==> src/design/spok_pkg.sv <==
// Shared constants, types and helpers for the spiral-order element lookup block.
// Used by the channel interfaces, the position walker and the top level.
`timescale 1ns / 1ps

package spok_pkg;

    // Matrix geometry and data width
    localparam int MAX_DIM    = 32;
    localparam int DATA_WIDTH = 32;
    localparam int DIM_W      = $clog2(MAX_DIM);
    localparam int CNT_W      = DIM_W + 1;
    localparam int ADDR_W     = 2 * DIM_W;
    localparam int DEPTH      = MAX_DIM * MAX_DIM;
    localparam int POS_W      = 11;
    localparam int AREA_W     = 2 * CNT_W;

    // Configuration port
    localparam int CFG_W     = 6;
    localparam int CFG_IDX_W = 1;

    localparam logic [CFG_IDX_W-1:0] REG_ROW_COUNT    = 1'd0;
    localparam logic [CFG_IDX_W-1:0] REG_COLUMN_COUNT = 1'd1;

    // Request commands
    localparam logic CMD_WRITE = 1'b0;
    localparam logic CMD_QUERY = 1'b1;

    // Start request for the position walker
    typedef struct packed {
        logic             start;
        logic [CNT_W-1:0] rows;
        logic [CNT_W-1:0] cols;
        logic [POS_W-1:0] pos;
    } t_loc_req;

    // Located element, with a one-cycle done pulse
    typedef struct packed {
        logic             done;
        logic [DIM_W-1:0] row;
        logic [DIM_W-1:0] col;
    } t_loc_rsp;

    // A dimension above the maximum saturates to the maximum.
    function automatic logic [CNT_W-1:0] clamp_dim(input logic [CFG_W-1:0] v);
        logic [CNT_W-1:0] res;
        if (CNT_W'(v) > CNT_W'(MAX_DIM)) begin
            res = CNT_W'(MAX_DIM);
        end else begin
            res = CNT_W'(v);
        end
        return res;
    endfunction

endpackage

==> src/design/spok_locate.sv <==
// Spiral position walker: steps one edge of the spiral per cycle through a
// shared compare/subtract unit until the offset falls on an edge. Uses spok_pkg.
`timescale 1ns / 1ps

module spok_locate import spok_pkg::*; (
    input  logic     i_clk,
    input  logic     i_rst_n,
    input  t_loc_req i_req,
    output t_loc_rsp o_rsp
);

    typedef enum logic [3:0] {
        PH_TOP    = 4'b0001,
        PH_RIGHT  = 4'b0010,
        PH_BOTTOM = 4'b0100,
        PH_LEFT   = 4'b1000
    } t_phase;

    logic             r_busy, n_busy;
    t_phase           r_phase, n_phase;
    logic [DIM_W-1:0] r_top, n_top;
    logic [DIM_W-1:0] r_bot, n_bot;
    logic [DIM_W-1:0] r_left, n_left;
    logic [DIM_W-1:0] r_right, n_right;
    logic [POS_W-1:0] r_pos, n_pos;
    logic             r_done, n_done;
    logic [DIM_W-1:0] r_row, n_row;
    logic [DIM_W-1:0] r_col, n_col;

    logic [CNT_W-1:0] span_h;
    logic [CNT_W-1:0] span_v;
    logic [CNT_W-1:0] edge_len;
    logic             hit;
    logic [DIM_W-1:0] off;
    logic [DIM_W-1:0] hit_row;
    logic [DIM_W-1:0] hit_col;

    // Edge lengths of the current ring
    assign span_h = CNT_W'(r_right) - CNT_W'(r_left);
    assign span_v = CNT_W'(r_bot) - CNT_W'(r_top);

    // Shared unit: pick the edge length and where an offset lands on that edge.
    always_comb begin
        edge_len = '0;
        hit_row  = r_top;
        hit_col  = r_left;
        off      = r_pos[DIM_W-1:0];
        case (r_phase)
            PH_TOP: begin
                edge_len = span_h + CNT_W'(1);
                hit_row  = r_top;
                hit_col  = r_left + off;
            end
            PH_RIGHT: begin
                edge_len = span_v;
                hit_row  = r_top + DIM_W'(1) + off;
                hit_col  = r_right;
            end
            PH_BOTTOM: begin
                edge_len = (r_top < r_bot) ? span_h : '0;
                hit_row  = r_bot;
                hit_col  = r_right - DIM_W'(1) - off;
            end
            PH_LEFT: begin
                edge_len = (r_left < r_right && r_top < r_bot) ? span_v - CNT_W'(1) : '0;
                hit_row  = r_bot - DIM_W'(1) - off;
                hit_col  = r_left;
            end
            default: begin
                edge_len = '0;
            end
        endcase
    end

    assign hit = r_pos < POS_W'(edge_len);

    // Sequencer: load a request, then one edge per cycle.
    always_comb begin
        n_busy  = r_busy;
        n_phase = r_phase;
        n_top   = r_top;
        n_bot   = r_bot;
        n_left  = r_left;
        n_right = r_right;
        n_pos   = r_pos;
        n_done  = 1'b0;
        n_row   = r_row;
        n_col   = r_col;
        if (i_req.start) begin
            n_busy  = 1'b1;
            n_phase = PH_TOP;
            n_top   = '0;
            n_left  = '0;
            n_bot   = DIM_W'(i_req.rows - CNT_W'(1));
            n_right = DIM_W'(i_req.cols - CNT_W'(1));
            n_pos   = i_req.pos;
        end else if (r_busy) begin
            if (hit) begin
                n_busy = 1'b0;
                n_done = 1'b1;
                n_row  = hit_row;
                n_col  = hit_col;
            end else begin
                n_pos = r_pos - POS_W'(edge_len);
                case (r_phase)
                    PH_TOP:    n_phase = PH_RIGHT;
                    PH_RIGHT:  n_phase = PH_BOTTOM;
                    PH_BOTTOM: n_phase = PH_LEFT;
                    PH_LEFT: begin
                        // Move in to the next inner ring.
                        n_phase = PH_TOP;
                        n_top   = r_top + DIM_W'(1);
                        n_left  = r_left + DIM_W'(1);
                        n_bot   = r_bot - DIM_W'(1);
                        n_right = r_right - DIM_W'(1);
                    end
                    default:   n_phase = PH_TOP;
                endcase
            end
        end
    end

    // Control state is reset; ring bounds and offset are payload.
    always_ff @(posedge i_clk) begin
        if (!i_rst_n) begin
            r_busy  <= 1'b0;
            r_done  <= 1'b0;
            r_phase <= PH_TOP;
        end else begin
            r_busy  <= n_busy;
            r_done  <= n_done;
            r_phase <= n_phase;
        end
    end

    always_ff @(posedge i_clk) begin
        r_top   <= n_top;
        r_bot   <= n_bot;
        r_left  <= n_left;
        r_right <= n_right;
        r_pos   <= n_pos;
        r_row   <= n_row;
        r_col   <= n_col;
    end

    assign o_rsp.done = r_done;
    assign o_rsp.row  = r_row;
    assign o_rsp.col  = r_col;

endmodule

==> config.mk <==
export PLATFORM = sky130hd
export DESIGN_NAME = spok_locate
export DESIGN_NICKNAME = d
export VERILOG_FILES = /design/src/design/spok_pkg.sv /design/src/design/spok_locate.sv
export SDC_FILE = /design/constraint.sdc
export NUM_CORES = 1
export LEC_CHECK = 0
export BUFFER_PORTS_ARGS = -buffer_cell sky130_fd_sc_hd__buf_2
export CAP_MARGIN = 10
export CELL_PAD_IN_SITES_DETAIL_PLACEMENT = 1
export CELL_PAD_IN_SITES_GLOBAL_PLACEMENT = 1
export CORE_ASPECT_RATIO = 0.75
export CORE_UTILIZATION = 47
export DETAILED_ROUTE_END_ITERATION = 10
export GPL_ROUTABILITY_DRIVEN = 0
export PLACE_DENSITY = 0.81
export SLEW_MARGIN = 10
export SYNTH_ARGS = -nofsm -noshare
export SYNTH_HDL_FRONTEND = slang
export SYNTH_SLANG_ARGS = --single-unit
export TNS_END_PERCENT = 10
==> constraint.sdc <==
create_clock -name i_clk -period 5.88 [get_ports i_clk]
set_input_delay 0.588 -clock i_clk [delete_from_list [all_inputs] [get_ports i_clk]]
set_output_delay 0.588 -clock i_clk [all_outputs]
set_load 0.005 [all_outputs]
Word level (Yosys, flattened, before mapping). Index checks and enable logic that the tools add are counted.

Add/subtract/negate cells: 15. Multiply operators: 0. Divide/modulo/power cells: 0. Order comparisons: 3. Equality and inequality tests: 5. Shifts and indexed selects: 0. Mux-type cells: 21. Bitwise operators: 4. Reductions and logical operators: 10.

Operators by type and width (count): $mux W5 (8); $mux W11 (3); $pmux W5 S3 (2); $pmux W6 S4 (1); $sub A5 B1 Y5 const B (4); $mux W6 (2); $pmux W4 S3 (1); $sub A5 B5 Y6 (2); $lt A11 B6 Y1 (1); $sub A11 B6 Y11 (1); $add A5 B1 Y5 const B (2); $add A5 B5 Y5 (2); $lt A5 B5 Y1 (2); $sub A5 B5 Y5 (2); $reduce_and A3 Y1 (3); $add A6 B1 Y6 const B (1); $sub A6 B1 Y6 const B (1); $eq A4 B1 Y1 const B (1); $eq A4 B2 Y1 const B (1); $eq A4 B3 Y1 const B (1); $eq A4 B4 Y1 const B (1); $mux W1 (4); $not A1 Y1 (4); $reduce_and A2 Y1 (2); other kinds (5) (6).

Register bits: 47. Bits in latches: 0. Memory bits (writable): 0. ROM bits: 0. Input bits: 26. Output and inout port bits: 11. Logic and storage cells: 68. Memories: 0.

Logic depth before layout (Yosys ltp). Gate-level depths: netlist of the first run.

Depth in word-level cells: 8. Depth in mapped cells: 19. Mapped depth without buffers: 18.

Worst setup path before layout of the first run. Ideal clock, no wire load.

Path type: register to register. From: register r_right[0]. To: register r_bot[0] (enable). Setup time: 0.391 ns. Arrival: 3.742 ns. Required time: 5.489 ns. Slack: 1.748 ns. Cell stages (with the launch flop): 17. Buffers on the path: 1. Period minus slack after synthesis: 4.132 ns. Path through: edfxtp_1 -> inv_1 -> ha_1 -> inv_1 -> fa_1 -> xor2_1 -> nand3_1 -> nor4b_2 -> xor2_1 -> o221a_1 -> ha_1 -> o21a_1 -> nor2_1 -> nand2_1 -> o21ai_4 -> buf_6 -> o21ai_0.

Longest elaborated chain between the ends: 7. Elaborated cells on any way between the ends: 10. Classes of those cells: add/sub (2); order compare (2); eq/ne (1); mux (3); reduce/logical (2).

Ends and longest elaborated chain: from (decl) (line spok_locate.sv:24) `logic [DIM_W-1:0] r_right, n_right;`; from (signal assigned) (line spok_locate.sv:140) `r_right <= n_right;`; branches (longest 3 deep; another with $sub A5 B5 Y6); $pmux W6 S4 (*) (line spok_locate.sv:48) `case (r_phase)`; $lt A11 B6 Y1 (*) (line spok_locate.sv:75) `assign hit = r_pos < POS_W'(edge_len);`; $ne A2 B2 Y1 (no line) (*); $reduce_and A3 Y1 (no line) (*); to (signal assigned) (line spok_locate.sv:138) `r_bot <= n_bot;`; to (decl) (line spok_locate.sv:22) `logic [DIM_W-1:0] r_bot, n_bot;`.

Mark *: on every way between the ends. A chain may end at the register's enable or synchronous reset.

Worst setup path in the final report of the first run.
From: register r_right[0]. To: register r_row[2] (enable).

Longest elaborated chain between the ends: 6. Elaborated cells on any way between the ends: 9. Classes of those cells: add/sub (2); order compare (2); mux (3); reduce/logical (2).

Ends and longest elaborated chain: branches (longest 3 deep; another with $sub A5 B5 Y6); $pmux W6 S4 (*) (line spok_locate.sv:48); $lt A11 B6 Y1 (*) (line spok_locate.sv:75); $reduce_and A3 Y1 (no line) (*); to (signal assigned) (line spok_locate.sv:142) `r_row <= n_row;`; to (decl) (line spok_locate.sv:27) `logic [DIM_W-1:0] r_row, n_row;`.

Marked as above.

==> Flow_metrics.wiki, run 1 <==
{| class="wikitable"
! Metric !! Value
|-
| Outcome || finished, final reports clean
|-
| Initial antenna violation count || 0
|-
| Initial core utilization || 49.0%
|-
| Clk_lat worst skew || 300 ps
|-
| Endpoint type of the worst setup path || register
|-
| Count of input and output buffers || 34
|-
| Number of antenna diodes || 0
|-
| Leakage dissipation || ~1.9 nW
|-
| Final Cycle Share || 79.6%
|-
| Antenna violation net count after detailed routing || 0
|-
| Count of state elements after synthesis || between 40 and 50
|-
| Final Hold Violating Endpoints || 0
|-
| Clk slew on worst S/H paths || 70 ps
|-
| Post-CTS Resized || 0
|-
| Period minus WS final || between 4000 and 5000 ps
|-
| Proportion of register bits with asynchronous set or reset after synthesis || 0%
|-
| Floorplan Core Area || 0.00853 mm^2
|-
| Worst-case vdd ir drop || roughly 0.15 mV
|-
| Number of warnings reported in the yosys synthesis log || 0
|-
| Deepest level of the CTS H-tree || 2
|-
| Adder-cell share of the synthesized area || 15.3%
|-
| PD cells || about 280 mW/mm^2
|-
| Mux cell area share after synthesis || 4.04%
|-
| Fraction of post-synthesis cell area in the top cell type by area || 22.3%
|-
| Avg Inst Size Synth || 9.45 um^2
|-
| Max-cap check violation count || 0
|-
| Final wirelength || about 12000 um
|-
| Achievable Freq || roughly 210 MHz
|-
| XOR/XNOR share of the synthesized area || 9.58%
|-
| Post-synthesis sequential area ratio || 29.9%
|-
| Cell area reported after detailed placement || around 0.0044 mm^2
|-
| Number of hold buffers added after cts || 0
|-
| Total nets after synthesis || 515
|-
| Footprint of the multi-input gates || 0.00271 mm^2
|-
| Clock Sink Count || 47
|-
| Largest cells by area after synthesis || sky130_fd_sc_hd__edfxtp_1, sky130_fd_sc_hd__ha_1, sky130_fd_sc_hd__dfxtp_1, sky130_fd_sc_hd__xnor2_1, sky130_fd_sc_hd__nor2_1
|-
| NumNets Final || 545
|-
| Vias per Instance || 5.98
|-
| Number of enable-type register cells in the synthesized netlist || 31
|-
| Post-CTS repair timing setup buffer count || 0
|-
| Data required time of the critical path || just under 6000 ps
|-
| First-pass GRT wire length || 19200 um
|-
| Number of detailed-route iterations in the first pass || 4
|-
| Final-report max-slew violation count || 0
|-
| Placement Rows || 29
|-
| Footprint of the flip-flops and latches || 0.00125 mm^2
|-
| Worst Tran Pin Value || 913 ps
|-
| Number of top-level design ports || 37
|-
| Number of buffers created by CTS || 5
|-
| Synthesis-to-finish area growth || 10.1%
|-
| GRT Overall Usage || between 20% and 30%
|-
| TritonCTS clock tree || yes
|-
| Final setup viols || 0
|-
| Clock buffer depth || 2
|-
| Setup repair after global routing missed its margin || no
|-
| Clock Skew || 11.0 ps
|-
| Remaining design rule violation count || 0
|-
| Compound-cell area share of the yosys netlist || 18.4%
|-
| Worst setup SP type || register
|-
| Detailed-placement wirelength estimate || 9020 um
|-
| Final Instance Area || 0.00460 mm^2
|-
| Combinational family with the most area after synthesis || compound AO/OA/AOI/OAI gates
|-
| Top flip-flop cell by instance count after synthesis || sky130_fd_sc_hd__edfxtp_1
|-
| Maximum number of pins on one net before global-route repair || 48
|-
| # fillers || 988
|-
| Type of the worst setup path || reg -> reg
|-
| Data arrival time of the critical path || 4610 ps
|-
| Full die area || 0.00927 mm^2
|-
| Cells after Synth || 442
|-
| Relative slew margins || around two fifths
|-
| Share of final-layout standard cells stronger than drive strength 1 || ~17%
|-
| Cell type with the highest aggregate area in the netlist || sky130_fd_sc_hd__edfxtp_1
|-
| Vias in the first global route || 3671
|-
| Summed negative setup slack over all endpoints || 0 ps
|-
| CP max FO || 13
|-
| Die Y || 83.7 um
|-
| Simple-Gate Fraction of Synth Area || 17.4%
|-
| Root buffer cell || sky130_fd_sc_hd__clkbuf_16
|-
| DRT iter0 DRCs || slightly above 200
|-
| Via count of the routed design || 3477
|-
| Netlist area before placement || 0.00418 mm^2
|-
| Min-Delay Path Class || in -> reg
|-
| Die width || 111 um
|-
| Total congestion overflow || 0
|-
| Wire length per cell || just over 20 um
|-
| Count of distinct cell types in the synthesized netlist || 75
|}
-- cells by family after synthesis --
family                   after synthesis
AO/OA/AOI/OAI                        108
XOR/XNOR                              44
multiplexers                          15
adder cells (fa/ha/maj)               47
AND/OR/NAND/NOR                      131
buffers and inverters                 50
flip-flops                            47
-- flip-flops by register name (all words and copies together), names as in the netlist --
| signal | count |
|---|---|
| r_bot | 5 |
| r_busy | 1 |
| r_col | 5 |
| r_done | 1 |
| r_left | 5 |
| r_phase | 4 |
| r_pos | 11 |
| r_right | 5 |
| r_row | 5 |
| r_top | 5 |
-- cells in the final DEF (no fill, tap or decap), drive strengths merged, types with 5 or more instances in the layout --
cell type,n
fa,7
a21oi,30
nand2,26
o21ai,16
clkbuf,6
a21o,10
mux2,6
edfxtp,31
xnor2,24
nor3,10
mux2i,9
nor2,53
inv,36
nor4b,5
xor2,20
o22ai,5
o31ai,7
buf,37
dfxtp,16
ha,40
nand3,10
-- cells in the mapped netlist (5+ instances only) --
| library cell | number |
|---|---|
| sky130_fd_sc_hd__nor3_1 | 7 |
| sky130_fd_sc_hd__o21ai_0 | 12 |
| sky130_fd_sc_hd__o31ai_1 | 7 |
| sky130_fd_sc_hd__dfxtp_1 | 16 |
| sky130_fd_sc_hd__fa_1 | 7 |
| sky130_fd_sc_hd__inv_1 | 36 |
| sky130_fd_sc_hd__a21o_1 | 9 |
| sky130_fd_sc_hd__nor2_1 | 51 |
| sky130_fd_sc_hd__xor2_1 | 18 |
| sky130_fd_sc_hd__xnor2_1 | 24 |
| sky130_fd_sc_hd__mux2i_1 | 9 |
| sky130_fd_sc_hd__nand3_1 | 10 |
| sky130_fd_sc_hd__ha_1 | 40 |
| sky130_fd_sc_hd__edfxtp_1 | 31 |
| sky130_fd_sc_hd__o22ai_1 | 5 |
| sky130_fd_sc_hd__a21oi_1 | 29 |
| sky130_fd_sc_hd__nand2_1 | 23 |
-- worst max-delay path, stage by stage, from the launching register on --
cell                       delay (ps)
sky130_fd_sc_hd__edfxtp_1         440
sky130_fd_sc_hd__inv_1            150
sky130_fd_sc_hd__ha_1             170
sky130_fd_sc_hd__inv_1             50
sky130_fd_sc_hd__fa_1             420
sky130_fd_sc_hd__xor2_1           390
sky130_fd_sc_hd__nand3_1          220
sky130_fd_sc_hd__nor4b_2          270
sky130_fd_sc_hd__xor2_1           100
sky130_fd_sc_hd__o221a_1          240
sky130_fd_sc_hd__ha_1             190
sky130_fd_sc_hd__or2_1            320
sky130_fd_sc_hd__nor3_2           200
sky130_fd_sc_hd__nand2_2          110
sky130_fd_sc_hd__o21ai_4          400
sky130_fd_sc_hd__and3_1           610
-- metrics by stage --
step                util (%)  setup slack (ps)  hold WS (ps)  cells  power [W]
floorplan                  -              1750           501    442   0.000805
global placement        51.9              1400           537    573   0.000904
detailed placement      51.9              1290           562    573   0.000934
CTS                     53.9              1250           532    581    0.00128
finish                  53.9              1200           529    581    0.00128
global route            53.9               969           545    581    0.00134
-- worst paths after layout --
| check | cells after the start | slack [ps] | startpoint | endpoint |
|---|---|---|---|---|
| worst max-delay path | 15 | 1200 | r_right[0]$_DFFE_PP_ | r_row[2]$_DFFE_PP_ |
| worst min-delay path | 2 | 530 | i_rst_n | r_done$_SDFF_PP0_ |
| worst max register to register | 15 | 1200 | r_right[0]$_DFFE_PP_ | r_row[2]$_DFFE_PP_ |
| worst min register to register | 2 | 580 | r_left[1]$_SDFFE_PP0P_ | r_left[1]$_SDFFE_PP0P_ |
-- layer usage --
layer | global-route usage (%) | vias to the layer above | part of all wire (%)
met1 | 36.2 | 1729 | 47
met2 | 43.8 | 77 | 46
li1 | - | 1657 | -
met5 | 0 | - | 0
met3 | 4.28 | 14 | 5.4
met4 | 6.30 | 0 | 1.4
-- cell type report --
class                   count  share of cell area (%)
clock buffers               6                    3.02
flip-flops and latches     47                    27.2
multi-input cells         345                    58.9
inverters                  36                    2.94
repair buffers             37                    4.19
clock inverters             2                   0.762
well taps                 108                    2.94
-- power breakdown --
part | switching, W | leakage (nW) | internal, W | total [W]
sequential | 0.0000492 | 0.429 | 0.000391 | 0.000440
combinational | 0.000282 | 1.39 | 0.000217 | 0.000499
clock | 0.000133 | 0.0868 | 0.000212 | 0.000345
total | 0.000464 | 1.91 | 0.000820 | 0.00128
Power figures use the tool's default switching activity.
==> inputs of run 2 (changes only) <==
ABC_AREA = 1   (was unset)
CORE_UTILIZATION = 45   (was 47)
PLACE_DENSITY = 0.82   (was 0.81)
clock period = 4.32 ns   (was 5.88 ns; I/O delays follow)
==> Flow_metrics.wiki, run 2 <==
{| class="wikitable"
! Metric !! Value
|-
| GRT Overall Usage || around 28%
|-
| Routing usage on met2 || 46.9%
|-
| Antenna violation net count after detailed routing || 0
|-
| Count of state elements after synthesis || 47
|-
| Most frequent standard cell in the layout excluding fill and tap cells || sky130_fd_sc_hd__nand2_1
|-
| Placed instance count || 745
|-
| Leakage dissipation || about 2.3 nW
|-
| Via count of the routed design || 4039
|-
| Clock buffer depth || 2
|-
| Met3 layer usage reported by global route || 5.17%
|-
| Vias in the first global route || roughly 4200
|-
| Most Used Layer, Global Route || met2
|-
| Maximum number of pins on one net before global-route repair || 27
|-
| Final Hold Violating Endpoints || 0
|-
| Period minus WS final || 3940 ps
|-
| Initial core utilization || 46.9%
|-
| Number of top-level design ports || 37
|-
| Summed negative setup slack over all endpoints || 0 ps
|-
| Cell with the most instances after synthesis || sky130_fd_sc_hd__nand2_1
|-
| NumNets Final || around 700
|-
| Number of antenna diodes || 0
|-
| Clock Sink Count || 47
|-
| Vias per Instance || 5.35
|-
| Worst setup SP type || register
|-
| DRT iter0 DRCs || 255
|-
| Share of final-layout standard cells stronger than drive strength 1 || 12.4%
|-
| Final setup viols || 0
|-
| Max-cap check violation count || 0
|-
| Detailed-placement wirelength estimate || around 10000 um
|-
| Full die area || 0.00995 mm^2
|-
| Final Cycle Share || approximately nine tenths
|-
| Floorplan Core Area || 0.00916 mm^2
|-
| Outcome || finished, final reports clean
|-
| Placement Rows || 30
|-
| Die width || around 110 um
|-
| CP max FO || 10
|-
| Data arrival time of the critical path || 3890 ps
|-
| Avg Inst Size Synth || 7.31 um^2
|-
| Number of detailed-route iterations in the first pass || 4
|-
| Total nets after synthesis || 661
|-
| Top flip-flop cell by instance count after synthesis || sky130_fd_sc_hd__edfxtp_1
|-
| Max FFs per register || 11
|-
| Number of enable-type register cells in the synthesized netlist || 31
|-
| Most flop-heavy register || r_pos
|-
| Netlist area before placement || 0.00430 mm^2
|-
| Achievable Freq || 254 MHz
|-
| Setup slack at placement || approximately 270 ps
|-
| Cells after Synth || 588
|-
| Number of buffers created by CTS || 5
|-
| Number of non-filler instances in the completed layout || roughly 760
|-
| Final wirelength || 12900 um
|-
| Relative slew margins || 56.3%
|-
| Post-synthesis sequential area ratio || 29.1%
|-
| PD cells || 331 mW/mm^2
|-
| Synthesis-to-finish area growth || 11.2%
|-
| Post-route core utilization || 52.2%
|-
| Remaining design rule violation count || 0
|-
| Data required time of the critical path || around 4300 ps
|-
| Top library cells by usage in the layout, fill and taps aside || sky130_fd_sc_hd__nand2_1, sky130_fd_sc_hd__inv_1, sky130_fd_sc_hd__nor2_1, sky130_fd_sc_hd__nand3_1, sky130_fd_sc_hd__ha_1
|-
| Clk slew on worst S/H paths || around 60 ps
|-
| Fin worst setup slack || 377 ps
|-
| Type of the worst setup path || reg -> reg
|-
| Clk_lat worst skew || 300 ps
|-
| TritonCTS clock tree || yes
|-
| Total congestion overflow || 0
|-
| GR Layer Usage met1 || about two fifths
|-
| Final-report max-slew violation count || 0
|-
| Top cells by instance count after synthesis || sky130_fd_sc_hd__nand2_1, sky130_fd_sc_hd__inv_1, sky130_fd_sc_hd__nor2_1
|-
| Endpoint type of the worst setup path || register
|-
| Count of input and output buffers || 34
|-
| First-pass GRT wire length || about 21000 um
|-
| Worst Tran Pin Value || 654 ps
|-
| Wire length per cell || 17.1 um
|-
| Proportion of register bits with asynchronous set or reset after synthesis || 0%
|-
| Count of distinct cell types in the synthesized netlist || 44
|-
| Root buffer cell || sky130_fd_sc_hd__clkbuf_16
|-
| Die Y || 86.6 um
|-
| # fillers || between 1000 and 1500
|-
| Number of warnings reported in the yosys synthesis log || 0
|-
| Largest cells by area after synthesis || sky130_fd_sc_hd__edfxtp_1, sky130_fd_sc_hd__nand2_1, sky130_fd_sc_hd__ha_1, sky130_fd_sc_hd__inv_1, sky130_fd_sc_hd__dfxtp_1
|-
| Deepest level of the CTS H-tree || 2
|-
| Initial antenna violation count || 0
|-
| Min-Delay Path Class || in -> reg
|-
| Fraction of post-synthesis cell area in the top cell type by area || between 20 and 25%
|-
| Clock Skew || 5.30 ps
|-
| Setup repair after global routing missed its margin || no
|-
| Number of hold buffers added after cts || 0
|-
| Cell type with the highest aggregate area in the netlist || sky130_fd_sc_hd__edfxtp_1
|-
| Worst-case vdd ir drop || 0.161 mV
|}
run 2: cell types whose count changed after synthesis, moves of 10 or more:
cell                      change
sky130_fd_sc_hd__xnor2_1     -17
sky130_fd_sc_hd__nand4_1     +10
sky130_fd_sc_hd__nand3_1     +32
sky130_fd_sc_hd__nand2_1    +118
sky130_fd_sc_hd__inv_1       +56
sky130_fd_sc_hd__o21ai_0     +15
run 2: kinds of logic after synthesis:
family / Yosys count / synth area share (%)
adders and majority gates: 47 / 14.9
buffers and inverters: 105 / 9.78
AOI/OAI and AO/OA: 88 / 12.2
and+or+nand+nor: 275 / 28.8
DFF: 47 / 29.1
xor gates and xnor gates: 26 / 5.30
run 2: area by class of cell:
class	count	area [um^2]	area share, %
clock buffer	6	129	2.69
clock inverter	2	12.5	0.262
inverter	93	349	7.30
multi-input combinational	436	2640	55.3
sequential	47	1250	26.2
tap	128	160	3.35
timing repair buffer	43	238	4.97
run 2: final timing paths:
| path | from | to | slack (ps) | depth (start not counted) |
|---|---|---|---|---|
| max | r_right[0]$_DFFE_PP_ | r_bot[0]$_DFFE_PP_ | 380 | 18 |
| min | i_rst_n | r_busy$_SDFF_PN0_ | 380 | 3 |
| max reg2reg | r_right[0]$_DFFE_PP_ | r_bot[0]$_DFFE_PP_ | 380 | 18 |
| min reg2reg | r_phase[3]$_SDFFE_PP0P_ | r_phase[3]$_SDFFE_PP0P_ | 510 | 2 |
run 2: power breakdown:
part,internal (W),total (W),switching (W),leakage (nW)
registers,0.000525,0.000586,0.0000608,0.431
logic,0.000227,0.000605,0.000378,1.80
clock network,0.000214,0.000393,0.000179,0.0669
run 2: repair_timing:
action	4_1_cts	5_1_grt
gates resized for setup	0	3
buffers inserted	0	2
endpoints found under the setup margin	0	31
run 2: critical path, cell delays in order (launching register included):
cell                       delay (ps)
sky130_fd_sc_hd__edfxtp_1         440
sky130_fd_sc_hd__inv_1            200
sky130_fd_sc_hd__ha_1             200
sky130_fd_sc_hd__inv_1             70
sky130_fd_sc_hd__fa_1             530
sky130_fd_sc_hd__nand2_1           70
sky130_fd_sc_hd__nor2_1           140
sky130_fd_sc_hd__nand3_1          130
sky130_fd_sc_hd__o21ai_0          170
sky130_fd_sc_hd__nand3_1           90
sky130_fd_sc_hd__nand2_1          120
sky130_fd_sc_hd__nor2_1            50
sky130_fd_sc_hd__ha_1             320
sky130_fd_sc_hd__inv_1             90
sky130_fd_sc_hd__nor3_1           170
sky130_fd_sc_hd__nand2_1          150
sky130_fd_sc_hd__nand3_4          230
sky130_fd_sc_hd__nand3_4           90
sky130_fd_sc_hd__nand2_1          340
run 2: stage by stage:
step | hold WS (ps) | area (um^2) | total power (W)
final | 380 | 4780 | 0.00158
after global routing | 410 | 4780 | 0.00170
after CTS | 376 | 4750 | 0.00158
after detailed placement | 495 | 4610 | 0.00118
after global placement | 479 | 4610 | 0.00115
after floorplan | 454 | 4300 | 0.00101
run 2: per-layer routing:
layer,up-vias,share of wire [%],routed length (um)
met3,19,6.0,781
met1,1919,47,6120
met5,-,0,0
li1,2014,-,-
met4,0,1.9,240
met2,87,45,5800
==> inputs of run 3 (changes only) <==
CELL_PAD_IN_SITES_DETAIL_PLACEMENT = unset   (was 1)
CELL_PAD_IN_SITES_GLOBAL_PLACEMENT = unset   (was 1)
CORE_UTILIZATION = 55   (was 45)
PLACE_DENSITY = 0.76   (was 0.82)
==> Flow_metrics.wiki, run 3 (same netlist as run 2, synthesis figures left out) <==
{| class="wikitable"
! Metric !! Value
|-
| Summed negative setup slack over all endpoints || 0 ps
|-
| TritonCTS clock tree || yes
|-
| Post-CTS repair timing setup buffer count || 0
|-
| Vias in the first global route || 3661
|-
| Achievable Freq || 250 MHz
|-
| Number of non-filler instances in the completed layout || 725
|-
| Detailed-placement wirelength estimate || 8590 um
|-
| Post-route core utilization || 62.5%
|-
| Clock Skew || 9.01 ps
|-
| Synthesis-to-finish area growth || 8.50%
|-
| Period minus WS final || 4010 ps
|-
| Type of the worst setup path || reg -> reg
|-
| Number of top-level design ports || 37
|-
| Final-report max-slew violation count || 0
|-
| FF-to-FF path depth || 19
|-
| Maximum number of pins on one net before global-route repair || 33
|-
| Number of detailed-route iterations in the first pass || 5
|-
| Number of antenna diodes || 0
|-
| Total congestion overflow || 0
|-
| Worst Tran Pin Value || 1050 ps
|-
| Top library cells by usage in the layout, fill and taps aside || sky130_fd_sc_hd__nand2_1, sky130_fd_sc_hd__inv_1, sky130_fd_sc_hd__nor2_1, sky130_fd_sc_hd__nand3_1, sky130_fd_sc_hd__ha_1
|-
| End point of the critical path || r_pos[5]$_DFFE_PP_
|-
| Placement Rows || 27
|-
| Flop pwr share || 40.2%
|-
| Setup repair after global routing missed its margin || no
|-
| Min-Delay Path Class || in -> reg
|-
| Clk_lat worst skew || 310 ps
|-
| Number of hold buffers added after cts || 0
|-
| Final wirelength || approximately 11000 um
|-
| Max FFs per register || 11
|-
| Clock Sink Count || between 40 and 50
|-
| Data arrival time of the critical path || 4020 ps
|-
| Share of final-layout standard cells stronger than drive strength 1 || a little under an eighth
|-
| Clk slew on worst S/H paths || 90 ps
|-
| Number of buffers created by CTS || 5
|-
| Die width || 104 um
|-
| Initial antenna violation count || 0
|-
| Via count of the routed design || 4036
|-
| Worst setup SP type || register
|-
| CP max FO || 11
|-
| Hold Path Stages || 3
|-
| Clock buffer depth || 2
|-
| Antenna violation net count after detailed routing || 0
|-
| Final Hold Violating Endpoints || 0
|-
| Final setup viols || 0
|-
| Most frequent standard cell in the layout excluding fill and tap cells || sky130_fd_sc_hd__nand2_1
|-
| Remaining design rule violation count || 0
|-
| P_int || 0.000863 W
|-
| Data required time of the critical path || 4330 ps
|-
| Post-CTS Resized || 0
|-
| First-pass GRT wire length || around 18000 um
|-
| Psw || 0.000575 W
|-
| Deepest level of the CTS H-tree || 2
|-
| Start point of the critical path || r_bot[0]$_DFFE_PP_
|-
| PD cells || about 310 mW/mm^2
|-
| Floorplan Core Area || 0.00747 mm^2
|-
| Root buffer cell || sky130_fd_sc_hd__clkbuf_8
|-
| Leakage dissipation || between 2 and 2.5 nW
|-
| Critical register-to-register path endpoint || r_pos[5]$_DFFE_PP_
|-
| Placed instance count || 717
|-
| Fraction of power consumed by combinational cells || between 40% and 50%
|-
| Relative slew margins || 29.8%
|-
| Vias per Instance || 5.57
|-
| Most flop-heavy register || r_pos
|-
| Count of input and output buffers || 34
|-
| NumNets Final || 696
|-
| Outcome || finished, final reports clean
|-
| Initial core utilization || 57.6%
|-
| Setup slack of the worst register-to-register path || 310 ps
|-
| Final Cycle Share || 92.8%
|-
| GRT Overall Usage || between 20% and 30%
|-
| Wire length per cell || about 15 um
|-
| Clock network power share || roughly 19%
|-
| Switching part of the total power || 40.0%
|-
| Launch instance of the worst register-to-register path || r_bot[0]$_DFFE_PP_
|-
| Worst-case vdd ir drop || approximately 0.19 mV
|-
| Die Y || ~80 um
|-
| Max-cap check violation count || 0
|-
| Full die area || 0.00818 mm^2
|-
| DRT iter0 DRCs || between 300 and 400
|-
| Endpoint type of the worst setup path || register
|}
## run 3: critical path: stages, from the launching register on
cell                       delay (ps)
sky130_fd_sc_hd__edfxtp_1         450
sky130_fd_sc_hd__inv_1            130
sky130_fd_sc_hd__ha_1             230
sky130_fd_sc_hd__fa_1             450
sky130_fd_sc_hd__inv_1             90
sky130_fd_sc_hd__nand3_1           80
sky130_fd_sc_hd__nand3_1          110
sky130_fd_sc_hd__nand2_1           80
sky130_fd_sc_hd__inv_1             60
sky130_fd_sc_hd__nand4_1          170
sky130_fd_sc_hd__o21ai_0          210
sky130_fd_sc_hd__nor2_1            90
sky130_fd_sc_hd__ha_1             370
sky130_fd_sc_hd__nand2_1           90
sky130_fd_sc_hd__o21ai_2          180
sky130_fd_sc_hd__nand2_1          160
sky130_fd_sc_hd__nand3_4          210
sky130_fd_sc_hd__nand2_1          200
sky130_fd_sc_hd__nand2_1          110
sky130_fd_sc_hd__buf_4            240
## run 3: metal layers
| metal | global-route usage, % | share of wire, % | vias to the layer above | wire, um |
|---|---|---|---|---|
| met1 | 39.2 | 46 | 1823 | 5000 |
| met3 | 4.98 | 9.3 | 23 | 1010 |
| li1 | - | - | 2005 | - |
| met4 | 10.3 | 2.6 | 0 | 284 |
| met2 | 41.1 | 42 | 185 | 4560 |
| met5 | 0 | 0 | - | 0 |
## run 3: layout make-up
type,instances,area [um^2]
repair buffers,40,215
clock inverters,3,18.8
multi-input cells,436,2640
well taps,101,126
clock buffers,5,68.8
flip-flops and latches,47,1250
fillers,679,2800
inverters,93,349
## run 3: power groups by stage
stage,clock network [W],logic [W],registers (W)
after floorplan,0,0.000445,0.000563
after global routing,0.000297,0.000662,0.000584
after CTS,0.000283,0.000573,0.000577
final,0.000279,0.000580,0.000579
after detailed placement,0,0.000570,0.000587
after global placement,0,0.000539,0.000586
## run 3: worst min-delay path by stage
stage	from	to	slack (ps)
floorplan	r_phase[3]$_SDFFE_PP0P_	r_phase[3]$_SDFFE_PP0P_	450
global placement	r_phase[3]$_SDFFE_PP0P_	r_phase[3]$_SDFFE_PP0P_	480
detailed placement	r_phase[3]$_SDFFE_PP0P_	r_phase[3]$_SDFFE_PP0P_	490
CTS	i_rst_n	r_busy$_SDFF_PN0_	350
global route	i_rst_n	r_busy$_SDFF_PN0_	380
finish	i_rst_n	r_busy$_SDFF_PN0_	350
## run 3: stage by stage
step / area (um^2) / hold slack (ps) / power [W] / setup slack (ps)
after global placement: 4570 / 478 / 0.00113 / 480
after floorplan: 4300 / 454 / 0.00101 / 531
after detailed placement: 4570 / 488 / 0.00116 / 425
after global routing: 4660 / 383 / 0.00154 / 27.2
final: 4660 / 353 / 0.00144 / 313
after CTS: 4660 / 350 / 0.00143 / 407
